File: config.mk
export PLATFORM = sky130hd
export DESIGN_NAME = gbse_ctrl
export DESIGN_NICKNAME = d
export VERILOG_FILES = /design/src/sv/gbse_pkg.sv /design/src/sv/gbse_ctrl.sv
export VERILOG_INCLUDE_DIRS = /design/src /design/src/sv
export SDC_FILE = /design/constraint.sdc
export NUM_CORES = 1
export LEC_CHECK = 0
export ABC_CLOCK_PERIOD_IN_PS = 1400
export BUFFER_PORTS_ARGS = -buffer_cell sky130_fd_sc_hd__buf_4
export CAP_MARGIN = 20
export CELL_PAD_IN_SITES_DETAIL_PLACEMENT = 1
export CELL_PAD_IN_SITES_GLOBAL_PLACEMENT = 1
export CORE_MARGIN = 3
export CORE_UTILIZATION = 27
export DETAILED_ROUTE_END_ITERATION = 16
export HOLD_SLACK_MARGIN = 0.03
export MAX_ROUTING_LAYER = met4
export PLACE_DENSITY_LB_ADDON = 0.08
export SYNTH_ARGS = -nofsm -noshare
export SYNTH_HDL_FRONTEND = slang
export SYNTH_SLANG_ARGS = --single-unit
File: constraint.sdc
create_clock -name aclk -period 1.4 [get_ports aclk]
set_input_delay 0.35 -clock aclk [delete_from_list [all_inputs] [get_ports aclk]]
set_output_delay 0.35 -clock aclk [all_outputs]
set_load 0.005 [all_outputs]
File: src/sv/gaussian_blur_sobel_edge_macros.svh
// Assertion macros used by the edge detector controller, gbse_ctrl.
// Each macro expects aclk and aresetn in scope at the point of use.
`ifndef GAUSSIAN_BLUR_SOBEL_EDGE_MACROS_SVH
`define GAUSSIAN_BLUR_SOBEL_EDGE_MACROS_SVH

// Same-cycle implication, disabled while reset is held.
`define GBSE_ASSERT_NOW(label, ante, cons) \
    label: assert property (@(posedge aclk) disable iff (!aresetn) (ante) |-> (cons)) \
        else $error("gbse check failed");

// Next-cycle implication, disabled while reset is held.
`define GBSE_ASSERT_NEXT(label, ante, cons) \
    label: assert property (@(posedge aclk) disable iff (!aresetn) (ante) |=> (cons)) \
        else $error("gbse check failed");

`endif

File: src/sv/gbse_pkg.sv
// Shared constants, types and helper functions for the blur and edge block.
// Used by every module of the block except gbse_ram; depends on nothing.
package gbse_pkg;

    localparam int MAX_WIDTH  = 1024;
    localparam int RING_ROWS  = 8;
    localparam int ROW_SEL_W  = $clog2(RING_ROWS);
    localparam int COL_W      = $clog2(MAX_WIDTH);
    localparam int ADDR_W     = ROW_SEL_W + COL_W;
    localparam int LINE_DEPTH = RING_ROWS * MAX_WIDTH;

    localparam int PIX_W      = 8;
    localparam int CW_W       = 8;
    localparam int WIDTH_W    = 11;
    localparam int HEIGHT_W   = 12;
    localparam int CFG_IDX_W  = 2;
    localparam int CFG_DATA_W = 12;
    localparam int TOTAL_W    = 11;
    localparam int ACC_W      = 19;
    localparam int GRAD_W     = 12;
    localparam int LAG_W      = 12;
    localparam int RATIO_W    = 24;
    localparam int TAP_COUNT  = 25;
    localparam int TAP_CNT_W  = 5;
    localparam int MIN_DIM    = 6;

    localparam logic [RATIO_W-1:0] RATIO_HALF = 24'd10175896;
    localparam logic [RATIO_W-1:0] RATIO_TWO  = 24'd2270549;

    localparam logic [CFG_IDX_W-1:0] REG_CENTER_WEIGHT = 2'd0;
    localparam logic [CFG_IDX_W-1:0] REG_IMAGE_WIDTH   = 2'd1;
    localparam logic [CFG_IDX_W-1:0] REG_IMAGE_HEIGHT  = 2'd2;

    typedef struct packed {
        logic kern;
        logic take;
        logic edge_init;
        logic cell_init;
        logic tap;
        logic div;
        logic sum;
        logic mag;
    } gbse_cmd_t;

    typedef struct packed {
        logic cfg_hit;
        logic emit;
        logic edge_border;
        logic cell_inside;
        logic taps_done;
        logic div_done;
        logic last_cell;
    } gbse_status_t;

    // Q0.24 scaling of a kernel tap, truncating
    function automatic logic [CW_W-1:0] scale_tap(input logic [CW_W-1:0] v,
                                                  input logic [RATIO_W-1:0] ratio);
        logic [31:0] p;
        p = 32'(v) * 32'(ratio);
        return p[31:24];
    endfunction

    // distance of a 5-wide window position from its center
    function automatic logic [1:0] tap_dist(input logic [2:0] d);
        logic [1:0] r;
        case (d)
            3'd0: r = 2'd2;
            3'd1: r = 2'd1;
            3'd2: r = 2'd0;
            3'd3: r = 2'd1;
            3'd4: r = 2'd2;
            default: r = 2'd0;
        endcase
        return r;
    endfunction

endpackage

File: src/sv/gbse_ctrl.sv
// Controller state machine sequencing the datapath for one transaction at a time.
// Depends on gbse_pkg and gaussian_blur_sobel_edge_macros.svh.
`include "gaussian_blur_sobel_edge_macros.svh"
module gbse_ctrl (
    input  logic                   aclk,
    input  logic                   aresetn,
    input  logic                   s_axis_tvalid,
    output logic                   s_axis_tready,
    output logic                   m_axis_tvalid,
    input  logic                   m_axis_tready,
    input  gbse_pkg::gbse_status_t st,
    output gbse_pkg::gbse_cmd_t    cmd
);

    localparam logic [3:0] S_KERN  = 4'd0;
    localparam logic [3:0] S_IDLE  = 4'd1;
    localparam logic [3:0] S_START = 4'd2;
    localparam logic [3:0] S_CELL  = 4'd3;
    localparam logic [3:0] S_TAPS  = 4'd4;
    localparam logic [3:0] S_DIV   = 4'd5;
    localparam logic [3:0] S_SUM   = 4'd6;
    localparam logic [3:0] S_MAG   = 4'd7;
    localparam logic [3:0] S_OUT   = 4'd8;

    logic [3:0] state_reg, state_next;
    logic [1:0] kcnt_reg, kcnt_next;
    logic       s_fire;

    assign s_axis_tready = (state_reg == S_IDLE);
    assign m_axis_tvalid = (state_reg == S_OUT);
    assign s_fire        = s_axis_tvalid && s_axis_tready;

    always_comb begin
        state_next = state_reg;
        kcnt_next  = kcnt_reg;
        cmd        = '0;
        case (state_reg)
            S_KERN: begin
                cmd.kern  = 1'b1;
                kcnt_next = kcnt_reg + 1'b1;
                if (kcnt_reg == 2'd2) begin
                    state_next = S_IDLE;
                end
            end
            S_IDLE: begin
                cmd.take = s_axis_tvalid;
                if (s_axis_tvalid && st.emit) begin
                    state_next = S_START;
                end
            end
            S_START: begin
                cmd.edge_init = 1'b1;
                state_next    = st.edge_border ? S_MAG : S_CELL;
            end
            S_CELL: begin
                cmd.cell_init = 1'b1;
                state_next    = st.cell_inside ? S_TAPS : S_SUM;
            end
            S_TAPS: begin
                cmd.tap = 1'b1;
                if (st.taps_done) begin
                    state_next = S_DIV;
                end
            end
            S_DIV: begin
                cmd.div = 1'b1;
                if (st.div_done) begin
                    state_next = S_SUM;
                end
            end
            S_SUM: begin
                cmd.sum    = 1'b1;
                state_next = st.last_cell ? S_MAG : S_CELL;
            end
            S_MAG: begin
                cmd.mag    = 1'b1;
                state_next = S_OUT;
            end
            S_OUT: begin
                if (m_axis_tready) begin
                    state_next = S_IDLE;
                end
            end
            default: state_next = S_KERN;
        endcase
        // a register write rebuilds the kernel and drops any frame in progress
        if (st.cfg_hit) begin
            state_next = S_KERN;
            kcnt_next  = '0;
        end
    end

    always_ff @(posedge aclk) begin
        if (!aresetn) begin
            state_reg <= S_KERN;
            kcnt_reg  <= '0;
        end else begin
            state_reg <= state_next;
            kcnt_reg  <= kcnt_next;
        end
    end

    `GBSE_ASSERT_NOW(a_sides_exclusive, s_axis_tready, !m_axis_tvalid)
    `GBSE_ASSERT_NEXT(a_cfg_blocks_input, st.cfg_hit, !s_axis_tready)
    `GBSE_ASSERT_NEXT(a_no_result_back_idle, s_fire && !st.emit && !st.cfg_hit, s_axis_tready)

endmodule

# == After elaboration in Yosys (flattened, before gate mapping) ==
# Cells that the tools add are included.
# word_totals
register_bits,6
latch_bits,0
ram_bits,0
rom_bits,0
in_bits,11
output_inout_bits,10
elab_cells,39
n_memories,0
# op_classes
addsub,1
n_mul,0
n_div,0
magnitude_cmp,0
eq_ne,14
n_shift,0
muxes,17
bitwise_logic,1
n_reduce_logical,4
# ops
cell,count
4-bit one-hot mux with 9 select lines,1
4-bit two-way mux,5
4-bit by 3-bit equality test with 1-bit output (second input constant),4
4-bit by 2-bit equality test with 1-bit output (second input constant),2
1-bit two-way mux,8
3-bit two-way mux,2
2-bit inequality test (second input constant),3
5-bit AND reduction,1
4-bit by 1-bit equality test with 1-bit output (second input constant),1
4-bit equality test (second input constant),1
4-bit logical NOT,1
2-bit by 1-bit inequality test with 1-bit output (second input constant),2
2-bit by 1-bit adder with 2-bit output (second input constant),1
2-bit equality test (second input constant),1
2-bit two-way mux,1
2-bit OR reduction,1
1-bit logical AND,1
1-bit NOT,1

# == Longest topological paths before layout ==
# depth
depth_word,3
ltp_mapped,6
ltp_nobuf,6

# == Worst setup path after synthesis ==
# OpenSTA, ideal clock, no wires.
# synth_path
kind,register to register
from,register state_reg[0]
to,register state_reg[0]
arrival_ns,1.289
path_slack_ns,-0.012
stages_incl_launch_ff,5
path_buffers,1
synth_period_minus_slack_ns,1.412
cell_sequence,dfxtp_1 -> buf_6 -> mux2_4 -> o31ai_2 -> mux2_1
# synth_between
elab_chain_len,3
elab_cells_between_ends,16
# synth_rtl
element,line_no,rtl
from (decl),gbse_ctrl.sv:25,"logic [3:0] state_reg, state_next;"
from (signal assigned),gbse_ctrl.sv:98,state_reg <= state_next;
"4-bit by 3-bit equality test with 1-bit output, or another cell as far along",gbse_ctrl.sv:37,case (state_reg)
2-bit inequality test (no source line) / 2-bit by 1-bit inequality test with 1-bit output (equally long branches),-,
5-bit AND reduction (no source line),-,
# Parallel ways exist; a longest one is shown, timed or not.
# A chain may end at the register's enable or synchronous reset.

==> results.cfg <==
[global_routing]
grt_pass1_wl_um = 2380
antenna_found_initial = 0
grt-ovfl-total = 0
grt_max_degree = 8
gr-usage-all-layers_pct = 16.04
grt_pass1_vias = 498

[yosys]
ys_ff_latch = 6
syn_area_um2 = 449.2
synth_nets = 67
synth_warnings = 0
synthCells = 55
synth.distinct_cells = 22
avgSynthCellArea_um2 = 8.167
yosysSeqAreaShare_pct = 26.74

[hold_path]
worstHoldPathCells = 4
whs_endpoint = state_reg[3]$_SDFFE_PP0P_
hp-start = m_axis_tready
worstHoldPathType = input port to flip-flop

[power]
power_uw = 425.2
p_seq_share_pct = 40.7
switchingPower_uw = 103.7
p_per_area_mw_per_mm2 = 458.6
netSwitchingFraction_pct = 24.39
comb_power_share_pct = 21.2
p_leak_uw = 0.0004220
peakVddDrop_mv = 0.5296
clkPwrFrac_pct = 38.1
intPower_uw = 321.5

[floorplan]
io_pins = 21
die_h_um = 46.79
dieArea_mm2 = 0.002189
num_rows = 14
core-area_mm2 = 0.001541
start_util_pct = 29.14
chipWidth_um = 46.79

[finish]
drive_gt1_share_pct = 69.47
fin_area_um2 = 927.1
multi_input_area_um2 = 384.1
nNetsFinal = 109
antenna-diode-count = 0
largest_reg_flops = 4
final_cell_mix = 31 x buf_4, 10 x buf_6, 8 x nor2_1
layout.cells.most_common = buf_4
nFillCells = 188
regArea_um2 = 135.1
syn_to_final_growth_pct = 106.4

[setup_path]
endpoint_kind = primary output
r2r_cells = 5
rr_endpoint = state_reg[0]$_SDFFE_PP0P_
worstPathCellList = nor4b_4 > and2_1 > buf_4
worstSetupPathDepth = 3
critPathRequiredTime_ps = 1050
worst_setup_path_start_kind = flip-flop
r2r_start = state_reg[2]$_SDFFE_PP0P_
crit_arrival_ps = 1190
rrSetupSlack_ps = -70
critPathSlowestCell = dfxtp_4
crit_fanout = 4
cp_top_family = simple AND/OR/NAND/NOR gates
worstSetupPathType = flip-flop to primary output
critPathMaxStageDelay_ps = 360
crit_buf_inv = 1

[timing]
fin_skew_ps = 6.347
finalCritPeriodShare_pct = 110.2
max_freq_ghz = 0.6482
slew_headroom_pct = 81.44
grt_setup_unrepaired = true
drv_slew = 0
worst_pin_slew_ps = 278.4
finalHoldViolCount = 0
period_needed_ps = 1543
whs_ps = 421.3
setup_ws_ps = -142.8
setup_viol = 11

[drt]
post_drt_wl_per_cell_um = 15.58
firstDrtPassIters = 3
vias_per_cell = 4.892
ant_nets = 0
drc = 0
route.vias.total = 543
drt_wl_total_um = 1729
drt-initial-drc-count = 2

[clocking]
clkSinkCount = 6
clock_path_buffers = 2
clkSlewWorstSetupHoldPaths_ps = 50
cts_buffers = 3
htree_levels = 1
ctsRootBufferMaster = clkbuf_4
cts_tree = yes
clk_latency_ps = 250

[placed_design]
placed_cell_area_um2 = 640.6
hpwl_um = 994
portBuffers = 20
place_congestion = 0.7028

[run_status]
status = finished with violations
failed_checks = negative setup slack

[flow_run]
maxCapViolations = 0
-- how the worst max path moves through the flow --
stage	startpoint	endpoint	slack [ps]
after floorplan	state_reg[0]$_SDFFE_PP0P_	state_reg[0]$_SDFFE_PP0P_	10
after global placement	state_reg[0]$_SDFFE_PP0P_	state_reg[0]$_SDFFE_PP0P_	10
after detailed placement	state_reg[0]$_SDFFE_PP0P_	state_reg[0]$_SDFFE_PP0P_	-50
after CTS	state_reg[2]$_SDFFE_PP0P_	cmd[6]	-140
after global routing	state_reg[3]$_SDFFE_PP0P_	cmd[6]	-220
final	state_reg[3]$_SDFFE_PP0P_	cmd[6]	-140
-- worst reg2reg max path: stages (launching register included) --
cell,delay [ps]
dfxtp_4,390
buf_4,130
nand2b_4,90
buf_4,160
o31ai_4,250
mux2_4,330
-- stage by stage --
stage / setup WS [ps] / instances / TNS, ps / util (%)
3_5_place_dp: -48.68 / 93 / -55.05 / 41.56
3_3_place_gp: 9.694 / 93 / 0 / 41.56
6_report: -142.8 / 111 / -965.9 / 60.15
4_1_cts: -135.6 / 104 / -566.7 / 52.44
5_1_grt: -216.9 / 111 / -1647 / 60.15
2_1_floorplan: 9.691 / 55 / 0 / -
-- repair_timing --
item	4_1_cts	5_1_grt
hold buffers	0	0
setup buffers	8	7
endpoints found under the setup margin	11	11
resized for setup	27	15
pin swaps	5	7
-- routing by layer --
metal / vias to the layer above / GRT usage [%] / wire (um)
li1: 270 / - / -
met1: 251 / 19.72 / 719
met2: 18 / 24.66 / 883
met3: 4 / 6.130 / 72
met4: 0 / 3.867 / 53
met5: - / - / 0
-- cell usage after synthesis, drive strengths merged --
cell,count,area [um^2]
a211oi,1,7.510
a21oi,2,10.01
a22oi,1,12.51
and2,2,12.51
buf,4,32.53
dfxtp,6,120.1
ha,1,12.51
inv,4,15.01
mux2,2,26.27
mux2i,1,10.01
nand2,3,11.26
nand2b,2,12.51
nor2,10,37.54
nor3,8,40.04
nor4,1,21.27
nor4b,1,23.77
o21a,1,7.510
o21ai,3,15.01
o31ai,1,12.51
xnor2,1,8.760
-- logic make-up after synthesis --
| family | Yosys count | synth area share, % |
|---|---|---|
| mux | 3 | 8.077 |
| xor+xnor | 1 | 1.950 |
| compound gates | 9 | 14.48 |
| fa+ha+maj | 1 | 2.785 |
| buf+inv | 8 | 10.58 |
| simple gates | 27 | 35.38 |
| flops | 6 | 26.74 |
-- power groups by stage --
stage	clock network [uW]	logic, uW	registers (uW)
final	162	90.0	173
after global routing	184	98.3	173
after CTS	168	75.2	173
after detailed placement	0	67.7	183
after global placement	0	66.4	183
after floorplan	0	37.0	181
-- layout make-up --
type	instances	share of cell area, %
sequential	6	14.57
inverter	4	2.159
timing repair buffer	41	37.25
tap	16	2.159
clock buffer	3	2.429
multi-input combinational	41	41.43
Note: power is estimated with default switching activity, not from simulation.
